<file path="src/hdl/gcf_pkg.sv">
// gcf_pkg: types, constants and arithmetic helpers shared by the contour flattener
// no dependencies; imported by gcf_front, gcf_queue, gcf_back and the top level
package gcf_pkg;

	typedef logic signed [23:0] coord_t;
	typedef logic signed [15:0] pixel_t;

	typedef struct packed {
		coord_t x;
		coord_t y;
		logic   on;
	} vertex_t;

	// one walk step handed from front to back: line when ctl is on-curve, else curve
	typedef struct packed {
		vertex_t cur;
		vertex_t ctl;
		vertex_t aft;
		logic    last;
	} task_t;

	typedef enum logic [1:0] {
		F_IDLE,
		F_SCALE,
		F_PLAN,
		F_ISSUE
	} front_state_t;

	typedef enum logic [2:0] {
		B_IDLE,
		B_WGT,
		B_MUL,
		B_SUM,
		B_EMIT,
		B_FINAL
	} back_state_t;

	localparam logic REG_SCALE = 1'b0;
	localparam logic REG_STEPS = 1'b1;

	localparam logic [23:0] SCALE_RESET = 24'd65536;
	localparam logic [4:0]  STEPS_RESET = 5'd3;

	// a contour end may close two curves, so steps stay within half the result budget
	localparam int STEP_LIMIT = 9;

	localparam logic signed [40:0] SCL_MAX = 41'sd8388607;
	localparam logic signed [40:0] SCL_MIN = -41'sd8388608;
	localparam logic signed [58:0] ACC_MAX = 59'sd8388607;
	localparam logic signed [58:0] ACC_MIN = -59'sd8388608;

	// font units times Q8.16 scale, divided by 256 toward zero, saturated to Q16.8
	function automatic coord_t fix_scale(input logic signed [40:0] p);
		logic signed [40:0] adj;
		logic signed [40:0] sh;
		adj = p + ((p < 0) ? 41'sd255 : 41'sd0);
		sh  = adj >>> 8;
		if (sh > SCL_MAX) fix_scale = 24'sh7FFFFF;
		else if (sh < SCL_MIN) fix_scale = -24'sh800000;
		else fix_scale = sh[23:0];
	endfunction

	// blend sum divided by 2^32 toward zero, saturated to Q16.8
	function automatic coord_t fix_blend(input logic signed [58:0] a);
		logic signed [58:0] adj;
		logic signed [58:0] sh;
		adj = a + ((a < 0) ? 59'sd4294967295 : 59'sd0);
		sh  = adj >>> 32;
		if (sh > ACC_MAX) fix_blend = 24'sh7FFFFF;
		else if (sh < ACC_MIN) fix_blend = -24'sh800000;
		else fix_blend = sh[23:0];
	endfunction

	// Q16.8 to whole pixels toward zero; the Q16.8 range always fits int16
	function automatic pixel_t to_pixel(input coord_t q);
		logic signed [24:0] adj;
		adj = {q[23], q} + ((q < 0) ? 25'sd255 : 25'sd0);
		to_pixel = adj[23:8];
	endfunction

	// floor(s * 65536 / n) for 1 <= s < n <= 9
	function automatic logic [15:0] step_t(input logic [3:0] n, input logic [3:0] s);
		case ({n, s})
			8'h21: step_t = 16'd32768;
			8'h31: step_t = 16'd21845;
			8'h32: step_t = 16'd43690;
			8'h41: step_t = 16'd16384;
			8'h42: step_t = 16'd32768;
			8'h43: step_t = 16'd49152;
			8'h51: step_t = 16'd13107;
			8'h52: step_t = 16'd26214;
			8'h53: step_t = 16'd39321;
			8'h54: step_t = 16'd52428;
			8'h61: step_t = 16'd10922;
			8'h62: step_t = 16'd21845;
			8'h63: step_t = 16'd32768;
			8'h64: step_t = 16'd43690;
			8'h65: step_t = 16'd54613;
			8'h71: step_t = 16'd9362;
			8'h72: step_t = 16'd18724;
			8'h73: step_t = 16'd28086;
			8'h74: step_t = 16'd37449;
			8'h75: step_t = 16'd46811;
			8'h76: step_t = 16'd56173;
			8'h81: step_t = 16'd8192;
			8'h82: step_t = 16'd16384;
			8'h83: step_t = 16'd24576;
			8'h84: step_t = 16'd32768;
			8'h85: step_t = 16'd40960;
			8'h86: step_t = 16'd49152;
			8'h87: step_t = 16'd57344;
			8'h91: step_t = 16'd7281;
			8'h92: step_t = 16'd14563;
			8'h93: step_t = 16'd21845;
			8'h94: step_t = 16'd29127;
			8'h95: step_t = 16'd36408;
			8'h96: step_t = 16'd43690;
			8'h97: step_t = 16'd50972;
			8'h98: step_t = 16'd58254;
			default: step_t = 16'd0;
		endcase
	endfunction

endpackage

</file>
<file path="src/hdl/gcf_queue.sv">
// gcf_queue: two-entry task queue between the front and the back of the flattener
// uses gcf_pkg for the task type
module gcf_queue (
	input  logic           clk,
	input  logic           arst_n,
	input  logic           push,
	input  gcf_pkg::task_t wdata,
	output logic           full,
	input  logic           pop,
	output gcf_pkg::task_t rdata,
	output logic           empty
);
	import gcf_pkg::*;

	task_t      ent_q [2];
	logic       wp_q, rp_q;
	logic [1:0] cnt_q;
	logic       do_push, do_pop;

	assign full = (cnt_q == 2'd2);
	assign empty = (cnt_q == 2'd0);
	assign do_push = push && !full;
	assign do_pop = pop && !empty;
	assign rdata = ent_q[rp_q];

	always_ff @(posedge clk or negedge arst_n) begin
		if (!arst_n) begin
			wp_q <= 1'b0;
			rp_q <= 1'b0;
			cnt_q <= '0;
		end else begin
			if (do_push) wp_q <= !wp_q;
			if (do_pop) rp_q <= !rp_q;
			if (do_push && !do_pop) cnt_q <= cnt_q + 2'd1;
			else if (do_pop && !do_push) cnt_q <= cnt_q - 2'd1;
		end
	end

	always_ff @(posedge clk) begin
		if (do_push) ent_q[wp_q] <= wdata;
	end

`ifndef SYNTHESIS
	a_no_push_full: assert property (@(posedge clk) disable iff (!arst_n)
		!(push && full))
		else $error("task pushed into full queue");
	a_count_ptrs: assert property (@(posedge clk) disable iff (!arst_n)
		(cnt_q == 2'd0 || cnt_q == 2'd2) |-> (wp_q == rp_q))
		else $error("queue pointers disagree with count");
`endif

endmodule

</file>
<file path="config.mk">
export PLATFORM = sky130hd
export DESIGN_NAME = gcf_queue
export DESIGN_NICKNAME = d
export VERILOG_FILES = /design/src/hdl/gcf_pkg.sv /design/src/hdl/gcf_queue.sv
export SDC_FILE = /design/constraint.sdc
export NUM_CORES = 1
export LEC_CHECK = 0
export BUFFER_PORTS_ARGS = -buffer_cell sky130_fd_sc_hd__buf_2
export CAP_MARGIN = 0
export CELL_PAD_IN_SITES_DETAIL_PLACEMENT = 1
export CELL_PAD_IN_SITES_GLOBAL_PLACEMENT = 2
export CORE_MARGIN = 2
export CORE_UTILIZATION = 35
export CTS_CLUSTER_DIAMETER = 150
export DETAILED_ROUTE_END_ITERATION = 6
export GPL_TIMING_DRIVEN = 0
export PLACE_DENSITY_LB_ADDON = 0.1
export SLEW_MARGIN = 0
export SYNTH_ARGS = -nofsm -noshare
export SYNTH_HDL_FRONTEND = slang
export SYNTH_SLANG_ARGS = --single-unit
export TNS_END_PERCENT = 10
</file>
<file path="constraint.sdc">
create_clock -name clk -period 6.9 [get_ports clk]
set_input_delay 1.38 -clock clk [delete_from_list [all_inputs] [get_ports clk]]
set_output_delay 1.38 -clock clk [all_outputs]
set_load 0.05 [all_outputs]
</file>
Word level (Yosys, flattened, before mapping)
Memories as Yosys holds them, arrays and structs flattened.
Index checks and enable logic that the tools add are counted.
{"block": "word_totals", "reg_bits": 4, "ram_bits": 296, "inputBits": 152, "output_inout_bits": 150, "word_cells": 23, "memories": 1}
{"memory": "ent_q", "words": 2, "width": 148, "read_ports": 1, "rd_ports_with_merged_regs": 0, "write_ports": 1, "line": "gcf_queue.sv:15", "text": "task_t ent_q [2];"}
{"block": "op_classes", "n_addsub": 2, "eq_ne": 1, "muxes": 4, "n_reduce_logical": 12}
{"op": "$logic_not A1 Y1", "count": 6}
{"op": "$logic_and A1 B1 Y1", "count": 4}
{"op": "$mux W2", "count": 2}
{"op": "$add A2 B1 Y2 const B", "count": 1}
{"op": "$eq A2 B2 Y1 const B", "count": 1}
{"op": "$logic_not A2 Y1", "count": 1}
{"op": "$mux W1", "count": 2}
{"op": "$reduce_bool A2 Y1", "count": 1}
{"op": "$sub A2 B1 Y2 const B", "count": 1}

Depth between registers and ports, before layout
Gate-level depths: netlist of run 1.
{"block": "logic_depth", "ltp_word": 7, "depth_mapped": 7, "depth_no_buf": 7}

Least setup slack after synthesis of run 1
OpenSTA, ideal clock, no wires.
{"block": "synth_timing", "path_kind": "input port to flip-flop", "startpoint": "input push", "endpoint": "memory ent_q[0][0] (netlist bit) (enable)", "setup_time_ns": 0.657, "t_arrival_ns": 7.613, "required_time_ns": 6.243, "setup_slack_ns": -1.371, "cell_stages": 2, "path_buffers": 0, "path_cell_list": "nand2_1 nor2_1"}
{"block": "synth_between", "elab_chain_cells": 3}
{"element": "start, declared", "line": "gcf_queue.sv:6", "text": "input logic push,"}
{"element": "$logic_and A1 B1 Y1", "line": "gcf_queue.sv:22", "text": "assign do_push = push && !full;"}
{"element": "$mux W1", "line": "gcf_queue.sv:40", "text": "if (do_push) ent_q[wp_q] <= wdata;"}
{"element": "$mux W1 (not written as such)", "line": "gcf_queue.sv:40"}
{"element": "end, declared", "line": "gcf_queue.sv:15"}
No other way between the ends.

==> results of run 1 <==
## cell families after synthesis
family / Yosys count / share of synthesized area, %
DFF: 300 / 79.52
muxes: 148 / 18.10
buffers and inverters: 19 / 1.594
and+or+nand+nor: 6 / 0.2436
xor gates and xnor gates: 5 / 0.3875
AOI/OAI and AO/OA: 1 / 0.04423
adders and majority gates: 1 / 0.1107
## state kept, by name, summed over array words and instances, names as in the netlist
register / cells
cnt_q: 2
rp_q: 1
ent_q: 296
wp_q: 1
## power groups by stage
| stage | Clock (mW) | Sequential (mW) | Combinational, mW |
|---|---|---|---|
| after global routing | 1.76 | 2.63 | 3.45 |
| after detailed placement | 0 | 2.63 | 3.33 |
| after floorplan | 0 | 2.66 | 2.58 |
| final | 1.63 | 2.59 | 3.27 |
| after CTS | 1.69 | 2.60 | 3.34 |
| after global placement | 0 | 2.72 | 3.22 |
## per-layer routing
| metal | wire [µm] | vias to the layer above |
|---|---|---|
| met5 | 46 | - |
| met4 | 614 | 8 |
| met3 | 2674 | 49 |
| met2 | 11760 | 229 |
| met1 | 9204 | 2774 |
| li1 | - | 2611 |
## cell usage after synthesis
library cell	count
nand2b_1	1
nand2_1	1
ha_1	1
mux2_4	101
nor2_1	3
xor2_1	2
dfrtp_1	4
o21ai_0	1
inv_1	2
xnor2_1	3
buf_2	3
buf_6	14
and3_1	1
mux2_2	47
edfxtp_1	296
## cell type report
cell class              instances  area (µm²)  area share [%]
clock inverters                16       68.82          0.4741
diodes                          7       17.52          0.1207
multi-input cells             161        2147           14.79
repair buffers                308        1662           11.45
plain buffers                  17       172.7           1.190
well taps                     402       503.0           3.465
clock buffers                  43       948.4           6.534
inverters                       2       7.507         0.05172
flip-flops and latches        300        8989           61.93
## worst paths after layout
path | startpoint | to | slack (ns)
setup / recovery | rp_q | rdata[88] | 3.58
hold / removal | cnt_q[1] | cnt_q[1] | 0.53
setup reg to reg | cnt_q[0] | ent_q[1][82] | 4.58
hold reg to reg | cnt_q[1] | cnt_q[1] | 0.53
max in group asynchronous | arst_n | cnt_q[0] | 6.09
min in group asynchronous | arst_n | rp_q | 0.68
## stage by stage
step / hold slack [ns] / cell area, µm² / util, %
floorplan: 0.4788 / 11310 / -
global placement: 0.4966 / 13320 / 41.98
detailed placement: 0.5311 / 13480 / 42.50
CTS: 0.5377 / 14500 / 45.71
global route: 0.5745 / 14510 / 45.73
finish: 0.5302 / 14520 / 45.76
## critical path, stage by stage (launching register included)
cell,delay (ns)
dfrtp_1,0.34
buf_6,0.12
buf_6,0.21
buf_6,0.22
mux2_4,0.32
buf_2,0.22
==> results.cfg, run 1 <==
[outcome]
status = complete, no violations

[floorplan]
coreArea_um2 = 31720
die_y_um = 183.7
io-pin-count = 302
die_w_um = 183.7
start_util_pct = 35.64
die_area_um2 = 33750
rows = 65

[power]
powerDensity_nw_per_um2 = 516.3
clkPwrFrac_pct = 21.8
p_comb_share_pct = 43.7
pwr-share-seq_pct = 34.5
power_mw = 7.494
intPower_mw = 4.478
total_leakage_power_nw = 5.710
vdd_drop_max_mv = 0.1990
swShare_pct = 40.24
p_switching_mw = 3.016

[layout]
final_cell_mix = buf_2 (304), edfxtp_1 (296), mux2_4 (101), mux2_2 (47), clkbuf_16 (37)
drive_above_1_share_pct = 61.04
fill_cells = 3039
area_delta_synth_final_pct = 28.42
fin_cells = 1256
nets = 978
final_common_cell = buf_2

[cts]
clock_sinks = 300
clk_pin_slew_ns = 0.05
clockBufferDepth = 3
root_buffer = clkbuf_16
cts_setup_buffers = 0
post_cts_resized = 0
htree_levels = 2
postCtsHoldBufs = 0
cts_buffers = 35
clk-insertion-delay-late_ns = 0.50
cts_tree = done

[detailed_routing]
drt_iter0_markers = 196
finalWirelength_um = 24300
viasPerCell = 4.515
dr.pass1.iters = 4
vias = 5671
wire_per_inst_um = 19.34
drtAntennaViolNets = 0
drc = 0

[sta]
fin_ws_ns = 3.579
hold_viol = 0
slew_headroom_pct = 46.12
fin_crit_sh_pct = 48.13
fin_setup_tns_ns = 0
period_needed_ns = 3.321
maxSlewViolCount = 0
fin_worst_skew_ns = 0.01759
finalSetupViolCount = 0
rsz0062_at_grt = no
worst_pin_slew_ns = 0.8063
max_freq_ghz = 0.3011

[global_routing]
grt_max_degree = 57
antenna_found_initial = 11
top_usage_layer = met2
grtUsageMet3_pct = 6.815
grt_pass1_vias = 6361
grt_pass1_wl_um = 36140
grtUsageMet1_pct = 15.62
gr-usage-met2_pct = 23.77
gr-total-overflow = 0
grt_usage_pct = 14.13

[setup_path]
cp_data_required_time_ns = 5.52
cp_max_fo = 10
r2r_cells = 4
endpoint_kind = output port
cp-start-kind = flip-flop
critPathKind = reg2out
arrival_ns = 1.94

[synth]
synthesis.nets = 633
synth_area_leader_cell = edfxtp_1
syn_area_um2 = 11300
ys_top_cells_by_area = edfxtp_1 (79%), mux2_4 (13%), mux2_2 (4.7%), buf_6 (1.4%), dfrtp_1 (0.89%)
synth_seq_cells = 300
yosysWarnings = 0
synthCells = 480
synth_top_area_share_pct = 78.64
synth-seq-area-share_pct = 79.52
syn_area_per_cell_um2 = 23.55
synth_cell_type_count = 15

[hold_path]
holdPathStages = 1
hp-class = reg2reg

[placed_design]
post-dp-hpwl_um = 17120
place_inst = 1190
gp_congestion = 0.6776
io_buffers = 301
pre_cts_slack_ns = 3.699

[run]
maxCapViolCount = 0
No activity file was read; power rests on OpenSTA's default activity.
==> run 2: changes to the inputs <==
Clock period 6.9 ns to 2.7 ns, I/O delays scaled along.
==> run 2 against run 1 <==
  * Register-to-register slack lost 4.2 ns
  * First-iteration DRC count shrank 7.1%
  * Sequential power rose to 2.6 times the previous value
  * Clock skew fell by 0.0086 ns
  * Non-clock buffer count is 1 higher
  * Cell count is 0.56% higher
  * Critical path type unchanged
  * Critical endpoint is now rdata[79]
==> results.cfg, run 2 (same netlist as run 1, synthesis figures left out) <==
[setup_path]
critPathTopFamily = buffers and inverters
path_cells = buf_6, buf_6, buf_6, mux2_4, buf_2
cp-endpoint = rdata[79]
r2r-start = cnt_q[0]
path_common_cell = buf_6
worst-path-buf-inv = 4
rr_endpoint = ent_q[0][56]
cp-start-kind = flip-flop
endpoint_kind = output port
crit_path_start = rp_q
arrival_ns = 1.96
critical_path.max_stage_delay_ns = 0.35
slowest_stage = dfrtp_1
critPathKind = reg2out
cp_max_fo = 10
r2r_cells = 6
worst-r2r-setup-slack_ns = 0.39
crit_cells = 5
cp_data_required_time_ns = 2.16

[floorplan]
start_util_pct = 35.64
io-pin-count = 302
die_area_um2 = 33750
coreArea_um2 = 31720
die_w_um = 183.7
rows = 65
die_y_um = 183.7

[layout]
fill_cells = 3032
top_register = ent_q
largest_reg_flops = 296
fin_cells = 1263
drive_above_1_share_pct = 61.97
multi_input_area_um2 = 2162
area_delta_synth_final_pct = 30.35
fin_util_pct = 46.45
regArea_um2 = 8989
final_common_cell = buf_2
fin_area_um2 = 14730
nets = 979
top_regs = ent_q (296), cnt_q (2)
final_cell_mix = buf_2 (304), edfxtp_1 (296), mux2_4 (101), mux2_2 (47), clkbuf_16 (37)

[placed_design]
place_inst = 1190
post-dp-hpwl_um = 17290
io_buffers = 301
place_area_um2 = 13510
pre_cts_slack_ns = 0.2890
gp_congestion = 0.7180

[global_routing]
antenna_found_initial = 10
grt_pass1_wl_um = 36530
gr-total-overflow = 0
grt_max_degree = 65
grt_usage_pct = 14.35
grt_pass1_vias = 6335

[detailed_routing]
met1Wirelength_um = 9224
wl_met3_um = 2376
dr.pass1.iters = 4
finalWirelength_um = 24380
drc = 0
wire_per_inst_um = 19.30
drtAntennaViolNets = 0
wl_met2_um = 12230
vias = 5664
drt_iter0_markers = 182
top_layer = met5
viasPerCell = 4.485

[run]
maxCapViolCount = 0

[hold_path]
hp-class = in2reg

[cts]
clock_sinks = 300
clockBufferDepth = 3
cts_tree = done
postCtsHoldBufs = 1
htree_levels = 2
post_cts_resized = 0
cts_buffers = 35
clk-insertion-delay-late_ns = 0.50
clk_pin_slew_ns = 0.06
root_buffer = clkbuf_16
cts_setup_buffers = 0

[sta]
fin_ws_ns = 0.2032
period_needed_ns = 2.497
slew_headroom_pct = 53.95
finalSetupViolCount = 0
worst_pin_slew_ns = 0.6891
hold_viol = 0
fin_worst_skew_ns = 0.009016
rsz0062_at_grt = no
max_freq_ghz = 0.4005
whs_ns = 0.2247
fin_crit_sh_pct = 92.47
maxSlewViolCount = 0

[power]
total_leakage_power_nw = 5.822
powerDensity_nw_per_um2 = 1348
vdd_drop_max_mv = 0.6737

[outcome]
status = complete, no violations
-- run 2: worst min path at each step --
stage                   start            to  slack [ns]  cells after the start
finish              wdata[92]  ent_q[1][92]        0.22                      1
global route        wdata[28]  ent_q[1][28]        0.20                      1
CTS                 wdata[90]  ent_q[0][90]        0.20                      1
detailed placement     arst_n      cnt_q[1]        0.36                      1
global placement       arst_n      cnt_q[1]        0.35                      1
floorplan              arst_n      cnt_q[0]        0.24                      0
-- run 2: layout make-up --
class | instances | share of cell area, %
plain buffers | 17 | 1.172
diodes | 9 | 0.1529
inverters | 2 | 0.05095
flip-flops and latches | 300 | 61.01
repair buffers | 309 | 11.45
well taps | 402 | 3.414
clock buffers | 42 | 6.411
clock inverters | 21 | 1.673
multi-input cells | 161 | 14.67
-- run 2: per-layer routing --
layer | vias to the layer above | track usage (%)
li1 | 2622 | -
met1 | 2789 | 16.11
met2 | 205 | 24.53
met3 | 44 | 6.319
met4 | 4 | 4.544
met5 | - | 0
-- run 2: power breakdown --
group          switching (mW)  internal (mW)
combinational            5.77           2.64
sequential              0.257           6.36
clock                    1.78           3.06
total                    7.80           12.1
-- run 2: metrics by stage --
step	setup TNS [ns]	power, mW
after floorplan	-101.06	13.33
after global placement	-447.05	15.04
after detailed placement	0	15.26
after CTS	0	20.17
after global routing	0	20.70
final	0	19.86
