<file path="config.mk">
export PLATFORM = sky130hd
export DESIGN_NAME = gcf_front
export DESIGN_NICKNAME = d
export VERILOG_FILES = /design/src/hdl/gcf_pkg.sv /design/src/hdl/gcf_front.sv
export SDC_FILE = /design/constraint.sdc
export NUM_CORES = 2
export LEC_CHECK = 0
export BUFFER_PORTS_ARGS = -buffer_cell sky130_fd_sc_hd__buf_2
export CORE_MARGIN = 2
export CORE_UTILIZATION = 50
export CTS_BUF_LIST = sky130_fd_sc_hd__clkbuf_2
export DETAILED_ROUTE_END_ITERATION = 8
export PLACE_DENSITY = 0.76
export SLEW_MARGIN = 5
export SYNTH_ARGS = -nofsm -noshare
export SYNTH_HDL_FRONTEND = slang
export SYNTH_SLANG_ARGS = --single-unit
export TNS_END_PERCENT = 30
</file>
<file path="constraint.sdc">
create_clock -name clk -period 11 [get_ports clk]
set_clock_uncertainty 0.05 [all_clocks]
set_input_delay 0 -clock clk [delete_from_list [all_inputs] [get_ports clk]]
set_output_delay 0 -clock clk [all_outputs]
set_load 0.01 [all_outputs]
</file>
<file path="src/hdl/gcf_pkg.sv">
// gcf_pkg: types, constants and arithmetic helpers shared by the contour flattener
// no dependencies; imported by gcf_front, gcf_queue, gcf_back and the top level
package gcf_pkg;

	typedef logic signed [23:0] coord_t;
	typedef logic signed [15:0] pixel_t;

	typedef struct packed {
		coord_t x;
		coord_t y;
		logic   on;
	} vertex_t;

	// one walk step handed from front to back: line when ctl is on-curve, else curve
	typedef struct packed {
		vertex_t cur;
		vertex_t ctl;
		vertex_t aft;
		logic    last;
	} task_t;

	typedef enum logic [1:0] {
		F_IDLE,
		F_SCALE,
		F_PLAN,
		F_ISSUE
	} front_state_t;

	typedef enum logic [2:0] {
		B_IDLE,
		B_WGT,
		B_MUL,
		B_SUM,
		B_EMIT,
		B_FINAL
	} back_state_t;

	localparam logic REG_SCALE = 1'b0;
	localparam logic REG_STEPS = 1'b1;

	localparam logic [23:0] SCALE_RESET = 24'd65536;
	localparam logic [4:0]  STEPS_RESET = 5'd3;

	// a contour end may close two curves, so steps stay within half the result budget
	localparam int STEP_LIMIT = 9;

	localparam logic signed [40:0] SCL_MAX = 41'sd8388607;
	localparam logic signed [40:0] SCL_MIN = -41'sd8388608;
	localparam logic signed [58:0] ACC_MAX = 59'sd8388607;
	localparam logic signed [58:0] ACC_MIN = -59'sd8388608;

	// font units times Q8.16 scale, divided by 256 toward zero, saturated to Q16.8
	function automatic coord_t fix_scale(input logic signed [40:0] p);
		logic signed [40:0] adj;
		logic signed [40:0] sh;
		adj = p + ((p < 0) ? 41'sd255 : 41'sd0);
		sh  = adj >>> 8;
		if (sh > SCL_MAX) fix_scale = 24'sh7FFFFF;
		else if (sh < SCL_MIN) fix_scale = -24'sh800000;
		else fix_scale = sh[23:0];
	endfunction

	// blend sum divided by 2^32 toward zero, saturated to Q16.8
	function automatic coord_t fix_blend(input logic signed [58:0] a);
		logic signed [58:0] adj;
		logic signed [58:0] sh;
		adj = a + ((a < 0) ? 59'sd4294967295 : 59'sd0);
		sh  = adj >>> 32;
		if (sh > ACC_MAX) fix_blend = 24'sh7FFFFF;
		else if (sh < ACC_MIN) fix_blend = -24'sh800000;
		else fix_blend = sh[23:0];
	endfunction

	// Q16.8 to whole pixels toward zero; the Q16.8 range always fits int16
	function automatic pixel_t to_pixel(input coord_t q);
		logic signed [24:0] adj;
		adj = {q[23], q} + ((q < 0) ? 25'sd255 : 25'sd0);
		to_pixel = adj[23:8];
	endfunction

	// floor(s * 65536 / n) for 1 <= s < n <= 9
	function automatic logic [15:0] step_t(input logic [3:0] n, input logic [3:0] s);
		case ({n, s})
			8'h21: step_t = 16'd32768;
			8'h31: step_t = 16'd21845;
			8'h32: step_t = 16'd43690;
			8'h41: step_t = 16'd16384;
			8'h42: step_t = 16'd32768;
			8'h43: step_t = 16'd49152;
			8'h51: step_t = 16'd13107;
			8'h52: step_t = 16'd26214;
			8'h53: step_t = 16'd39321;
			8'h54: step_t = 16'd52428;
			8'h61: step_t = 16'd10922;
			8'h62: step_t = 16'd21845;
			8'h63: step_t = 16'd32768;
			8'h64: step_t = 16'd43690;
			8'h65: step_t = 16'd54613;
			8'h71: step_t = 16'd9362;
			8'h72: step_t = 16'd18724;
			8'h73: step_t = 16'd28086;
			8'h74: step_t = 16'd37449;
			8'h75: step_t = 16'd46811;
			8'h76: step_t = 16'd56173;
			8'h81: step_t = 16'd8192;
			8'h82: step_t = 16'd16384;
			8'h83: step_t = 16'd24576;
			8'h84: step_t = 16'd32768;
			8'h85: step_t = 16'd40960;
			8'h86: step_t = 16'd49152;
			8'h87: step_t = 16'd57344;
			8'h91: step_t = 16'd7281;
			8'h92: step_t = 16'd14563;
			8'h93: step_t = 16'd21845;
			8'h94: step_t = 16'd29127;
			8'h95: step_t = 16'd36408;
			8'h96: step_t = 16'd43690;
			8'h97: step_t = 16'd50972;
			8'h98: step_t = 16'd58254;
			default: step_t = 16'd0;
		endcase
	endfunction

endpackage

</file>
<file path="src/hdl/gcf_front.sv">
// gcf_front: accepts contour points, scales them, keeps the contour window and
// head, and issues walk steps (lines and curves) into the task queue; uses gcf_pkg
module gcf_front (
	input  logic              clk,
	input  logic              arst_n,
	input  logic signed [15:0] point_x,
	input  logic signed [15:0] point_y,
	input  logic              on_curve,
	input  logic              contour_end,
	input  logic              push,
	output logic              full,
	input  logic [23:0]       scale,
	output gcf_pkg::task_t    task_data,
	output logic              task_push,
	input  logic              task_full
);
	import gcf_pkg::*;

	front_state_t state_q, state_n;

	logic signed [15:0] px_q, py_q;
	logic               on_q, end_q;
	logic signed [40:0] prodx_q, prody_q;

	vertex_t    head_q [2];
	vertex_t    win_q  [3];
	vertex_t    seq_q  [5];
	logic [2:0] emit_q;
	logic [1:0] fill_q, seen_q;
	logic       skip_q;

	vertex_t    v;
	vertex_t    head_n [2];
	vertex_t    win_n  [3];
	vertex_t    seq_n  [5];
	vertex_t    h1e;
	logic [2:0] emit_n;
	logic [1:0] fill_n, seen_n, walk_m;
	logic       sk;
	logic       advance;

	// plan: state update for the new point and which walk steps give lines
	always_comb begin
		v.x = fix_scale(prodx_q);
		v.y = fix_scale(prody_q);
		v.on = on_q;
		head_n = head_q;
		seen_n = seen_q;
		if (seen_q < 2'd2) begin
			if (seen_q == 2'd0) head_n[0] = v;
			else head_n[1] = v;
			seen_n = seen_q + 2'd1;
		end
		win_n = win_q;
		fill_n = fill_q;
		case (fill_q)
			2'd0: begin
				win_n[0] = v;
				fill_n = 2'd1;
			end
			2'd1: begin
				win_n[1] = v;
				fill_n = 2'd2;
			end
			2'd2: begin
				win_n[2] = v;
				fill_n = 2'd3;
			end
			default: begin
				win_n[0] = win_q[1];
				win_n[1] = win_q[2];
				win_n[2] = v;
			end
		endcase
		h1e = (seen_n >= 2'd2) ? head_n[1] : head_n[0];
		seq_n[0] = win_n[0];
		seq_n[1] = win_n[1];
		seq_n[2] = win_n[2];
		seq_n[3] = head_n[0];
		seq_n[4] = h1e;
		if (end_q) begin
			case (fill_n)
				2'd1: begin
					seq_n[1] = head_n[0];
					seq_n[2] = h1e;
				end
				2'd2: begin
					seq_n[2] = head_n[0];
					seq_n[3] = h1e;
				end
				default: ;
			endcase
			walk_m = fill_n;
		end else begin
			walk_m = (fill_n == 2'd3) ? 2'd1 : 2'd0;
		end
		sk = skip_q;
		emit_n = '0;
		for (int j = 0; j < 3; j++) begin
			if (2'(j) < walk_m) begin
				emit_n[j] = !sk && seq_n[j].on;
				sk = sk ? 1'b0 : (seq_n[j].on && !seq_n[j+1].on);
			end
		end
	end

	assign advance = !emit_q[0] || !task_full;

	always_comb begin
		state_n = state_q;
		full = 1'b1;
		task_push = 1'b0;
		task_data.cur = seq_q[0];
		task_data.ctl = seq_q[1];
		task_data.aft = seq_q[2];
		task_data.last = !(emit_q[1] || emit_q[2]);
		case (state_q)
			F_IDLE: begin
				full = 1'b0;
				if (push) state_n = F_SCALE;
			end
			F_SCALE: state_n = F_PLAN;
			F_PLAN: state_n = F_ISSUE;
			F_ISSUE: begin
				if (emit_q == 3'b000) state_n = F_IDLE;
				else task_push = emit_q[0] && !task_full;
			end
			default: state_n = F_IDLE;
		endcase
	end

	always_ff @(posedge clk or negedge arst_n) begin
		if (!arst_n) begin
			state_q <= F_IDLE;
			fill_q <= '0;
			seen_q <= '0;
			skip_q <= 1'b0;
			emit_q <= '0;
		end else begin
			state_q <= state_n;
			if (state_q == F_PLAN) begin
				emit_q <= emit_n;
				fill_q <= end_q ? 2'd0 : fill_n;
				seen_q <= end_q ? 2'd0 : seen_n;
				skip_q <= end_q ? 1'b0 : sk;
			end else if (state_q == F_ISSUE && advance) begin
				emit_q <= {1'b0, emit_q[2:1]};
			end
		end
	end

	always_ff @(posedge clk) begin
		if (state_q == F_IDLE && push) begin
			px_q <= point_x;
			py_q <= point_y;
			on_q <= on_curve;
			end_q <= contour_end;
		end
		if (state_q == F_SCALE) begin
			prodx_q <= px_q * $signed({1'b0, scale});
			prody_q <= py_q * $signed({1'b0, scale});
		end
		if (state_q == F_PLAN) begin
			head_q <= head_n;
			win_q <= win_n;
			seq_q <= seq_n;
		end else if (state_q == F_ISSUE && advance) begin
			for (int i = 0; i < 4; i++) seq_q[i] <= seq_q[i+1];
		end
	end

`ifndef SYNTHESIS
	a_plan_to_issue: assert property (@(posedge clk) disable iff (!arst_n)
		(state_q == F_PLAN) |=> (state_q == F_ISSUE))
		else $error("front plan not followed by issue");
	a_busy_while_pending: assert property (@(posedge clk) disable iff (!arst_n)
		(emit_q != 3'b000) |-> full)
		else $error("front ready with walk steps pending");
`endif

endmodule

</file>
# Yosys cells after proc, flatten, opt, wreduce, memory -nomap -nowiden
# Cells that the tools add are included.
[totals] in_bits=62 regBits=616 elab_cells=139 output_inout_bits=150
[classes] n_eq_ne=10 mul=2 muxes=43 order_cmp=11 addsub=3 n_reduce_logical=29
[op_table] operator="$mux W196" count=2
[op_table] operator="$mux W49" count=6
[op_table] operator="$pmux W49 S2" count=3
[op_table] operator="$mux W147" count=1
[op_table] operator="$mux W98" count=1
[op_table] operator="$mux W24" count=4
[op_table] operator="$add A41 B9 Y41" count=2
[op_table] operator="$lt A41 B1 Y1 const B" count=2
[op_table] operator="$mul A16 B25 Y41" count=2
[op_table] operator="$gt A33 B24 Y1 const B" count=2
[op_table] operator="$lt A33 B24 Y1 const B" count=2
[op_table] operator="$mux W8" count=2
[op_table] operator="$mux W1" count=14
[op_table] operator="$mux W2" count=6
[op_table] operator="$eq A2 B2 Y1 const B" count=5
[op_table] operator="$logic_and A1 B1 Y1" count=9
[op_table] operator="$logic_not A1 Y1" count=9
[op_table] operator="$pmux W2 S4" count=1
[op_table] operator="$eq A2 B1 Y1 const B" count=3
[op_table] operator="$logic_not A2 Y1" count=3
[op_table] operator="$mux W3" count=2
[op_table] operator="$pmux W2 S3" count=1
[op_table] operator="$reduce_or A2 Y1" count=3
[op_table] operator="$lt A1 B2 Y1 const A" count=2
[op_table] operator="9 further kinds" count=11

# Depth between registers and ports, before layout
[logic_depth] word_depth=21 mapped_depth=24 ltp_nobuf=23

# Least setup slack after synthesis
# Ideal clock, no wire load.
[synth_path] path_kind="register to register" startpoint="register state_q[0]" endpoint="register emit_q[2]" required_ns=10.671 synth_period_minus_slack_ns=11.077 arrival_ns=10.749 path_stages_with_launch=7 setup_time_ns=0.279 path_slack_ns=-0.077 n_path_buf=2 cell_sequence="dfrtp_1 > inv_1 > ha_1 > clkbuf_1 > clkbuf_1 > or2_2 > o32ai_1"
[synth_via] elab_chain_len=3 elab_cells_between_ends=5 classes_between="eq/ne (2); mux (1); reduce/logical (2)"
[synth_lines] element="start: declaration" line="gcf_front.sv:19" rtl="front_state_t state_q, state_n;"
[synth_lines] element="start signal: assignment" line="gcf_front.sv:140" rtl="state_q <= state_n;"
[synth_lines] element="$eq A2 B2 Y1" line="gcf_front.sv:146" rtl="end else if (state_q == F_ISSUE && advance) begin"
[synth_lines] element="$logic_and A1 B1 Y1" line="gcf_front.sv:146"
[synth_lines] element="$reduce_bool A2 Y1 (no source line)"
[synth_lines] element="end signal: assignment" line="gcf_front.sv:142" rtl="emit_q <= emit_n;"
[synth_lines] element="end signal: assignment" line="gcf_front.sv:147" rtl="emit_q <= {1'b0, emit_q[2:1]};"
[synth_lines] element="end: declaration" line="gcf_front.sv:28" rtl="logic [2:0] emit_q;"
# Several ways; a longest one is shown, not always the timed one.
# A chain may end at the register's enable or synchronous reset.

# Final worst setup path
[layout_path] startpoint="register px_q[7]" endpoint="register prodx_q[39], data pin"
[layout_via] elab_chain_len=1
[layout_lines] element="start: declaration" line="gcf_front.sv:21" rtl="logic signed [15:0] px_q, py_q;"
[layout_lines] element="start signal: assignment" line="gcf_front.sv:154" rtl="px_q <= point_x;"
[layout_lines] element="$mul A16 B25 Y41" line="gcf_front.sv:160" rtl="prodx_q <= px_q * $signed({1'b0, scale});"
[layout_lines] element="end signal: assignment" line="gcf_front.sv:160"
[layout_lines] element="end: declaration" line="gcf_front.sv:23" rtl="logic signed [40:0] prodx_q, prody_q;"
# Every way passes these cells.

==> out/results.ini <==
[outcome]
status = complete, but fails checks
violations = design-rule violations

[timing]
max_freq_ghz = 0.119
final_max_slew_viol_count = 0
fin_crit_sh = 0.763
setup_violations = 0
hold_violations = 0
period_needed_ns = 8.39
setup_tns_ns = 0
setup_ws_ns = 2.61
slew_headroom = 0.158
worst_pin_slew_ns = 1.26
rsz0062_at_grt = no

[min_path]
hp-class = in2reg

[yosys]
synth-main-ff-cell = edfxtp_1
synth_fp_nets = 6817
synth_top_family_by_area = adder cells
async_flop_share = 0.0162
synth.area.mux_share = 0.0163
synth_xor_area_frac = 0.0186
synth_seq_cells = 616
synth_top_area_cell = edfxtp_1
synth_area_um2 = 57400
synth.most_common_cell = inv_1
synth_compound_area_frac = 0.135
yosysWarnings = 0
ys_seq_area_frac = 0.321
synth_edf_count = 606
yosys.area_share.simple = 0.133
synthTopCellsByCount = 828 x inv_1, 696 x nand2_1, 612 x fa_1
synth_top_area_share = 0.317
synth-adder-area-share = 0.279
syn_inst = 5842
synth_area_leaders = edfxtp_1 32%, fa_1 21%, ha_1 6.6%, inv_1 5.4%, nand2_1 4.5%
ys_types = 90
avgSynthCellArea_um2 = 9.83

[grt]
grt_overflow = 0
track_usage = 0.274
grt_max_degree = 188
grt_pass1_wl_um = 252000
grt_pass1_vias = 44900
grt_antenna_before_repair = 8

[critical_path]
cp_num_buf_inv = 5
cp_data_required_time_ns = 12.12
critPathLaunchType = flip-flop
crit_type = reg2reg
cpPeakStageDelay_ns = 0.98
crit_slowest_cell = edfxtp_1
critPathCaptureType = flip-flop
crit_top_cell = fa_1
cp_max_fo = 24
cp.arrival_ns = 9.51
path_cells = nand2_1, fa_1, inv_1, fa_1, inv_1, fa_1, inv_1, fa_1, fa_1, inv_1, fa_1, inv_1, ha_1, and3_1, a221oi_1, o2bb2ai_1, a311oi_1, o21ai_0, a311oi_1, o211ai_1, nand4_1, or3b_2
path_delay_family = adder cells

[clock_tree]
clockRootBuffer = clkbuf_2
cts_buffers = 167
cts_tree = yes
clock_latency_ns = 1.61
clockBufferDepth = 3
cts_num_sinks = 616
clk_pin_slew_worst_paths_ns = 0.14
h-tree-depth = 4
ctsResizeCount = 0

[placed_design]
gp_congestion = 0.943
pre_cts_slack_ns = 2.83
dp.final_hpwl_um = 109000
portBuffers = 211

[drt]
finalWirelength_um = 162000
initialDrtViolationCount = 5605
dr.pass1.iters = 9
vias = 44900
vias_per_cell = 5.94
post_drt_wl_per_cell_um = 21.4
ant_nets = 0
remaining_drc_errors = 1

[job]
drv_cap = 0

[floorplanning]
pin_count = 212
start_util = 0.503
core_um2 = 114000
dieArea_um2 = 118000
dieHeight_um = 343
num_rows = 124
die_w_um = 343

[layout]
drive_gt1_frac = 0.108
final_nets = 6890
syn2layout_area_growth_pct = 6.74

-- flip-flops by register name (all words and copies together) (netlist names), 2 cells and up --
| signal | flops |
|---|---|
| prody_q | 41 |
| win_q | 147 |
| prodx_q | 41 |
| px_q | 16 |
| py_q | 16 |
| task_data | 147 |
| head_q | 98 |
| state_q | 2 |
| fill_q | 2 |
| seq_q | 98 |
| emit_q | 3 |
| seen_q | 2 |
-- stage by stage --
step | cell area, um^2 | util | instances | hold WS (ns)
finish | 61300 | 0.537 | 7561 | 0.117
global route | 61300 | 0.537 | 7558 | 0.154
CTS | 61300 | 0.537 | 7556 | 0.00970
detailed placement | 58600 | 0.513 | 7140 | -0.169
global placement | 58600 | 0.513 | 7140 | -0.168
floorplan | 57400 | - | 5842 | -0.346
-- cell type report --
class,count,area [um^2]
fillers,9970,52900
inverters,831,3120
diodes,5,12.5
repair buffers,397,2760
multi-input cells,3902,33500
clock buffers,237,1190
well taps,1512,1890
flip-flops and latches,616,18400
clock inverters,61,328
-- worst min-delay path, stage by stage --
cell,delay [ns]
dlygate4sd3_1,0.52
dlygate4sd3_1,0.55
buf_2,0.10
dlygate4sd3_1,0.53
-- repair_timing --
action	CTS	global route
hold endpoints to repair	147	0
setup endpoints to repair	0	0
buffers inserted	0	0
hold buffers	118	0
-- cell usage in the layout, fill, tap and decap left out, types with 118 or more instances in the layout --
master / instances
nor2_1: 305
and2_1: 361
dlygate4sd3_1: 118
inv_1: 827
buf_2: 211
o21ai_0: 266
ha_1: 295
nand2_1: 694
fa_1: 612
edfxtp_1: 606
a21oi_1: 242
clkbuf_2: 237
-- layer usage --
layer	GRT usage	wire length, um	share of wire
met3	0.0701	19900	0.12
met2	0.425	72100	0.45
met5	0	95	0.00059
met1	0.372	63900	0.40
met4	0.0994	5810	0.036
-- worst paths after layout --
path,startpoint,end,slack [ns],cells past startpoint
max in group asynchronous,arst_n,seen_q[1]$_DFFE_PN0P_,9.86,5
setup / recovery,px_q[7]$_DFFE_PP_,prodx_q[39]$_DFFE_PN_,2.61,22
setup reg to reg,px_q[7]$_DFFE_PP_,prodx_q[39]$_DFFE_PN_,2.61,22
hold reg to reg,seq_q[41]$_DFFE_PP_,seq_q[90]$_DFFE_PP_,0.41,2
min in group asynchronous,arst_n,fill_q[0]$_DFFE_PN0P_,0.45,5
hold / removal,point_y[5],py_q[5]$_DFFE_PP_,0.12,4
-- logic make-up after synthesis --
group                    after synthesis
AND/OR/NAND/NOR                     1632
XOR/XNOR                             121
buffers and inverters               1324
adder cells (fa/ha/maj)              913
AO/OA/AOI/OAI                       1149
multiplexers                          87
flip-flops                           616
Power is left out: the tool's default activity adds up to more than one toggle a clock period on the data nets, which glitch-free logic cannot reach.
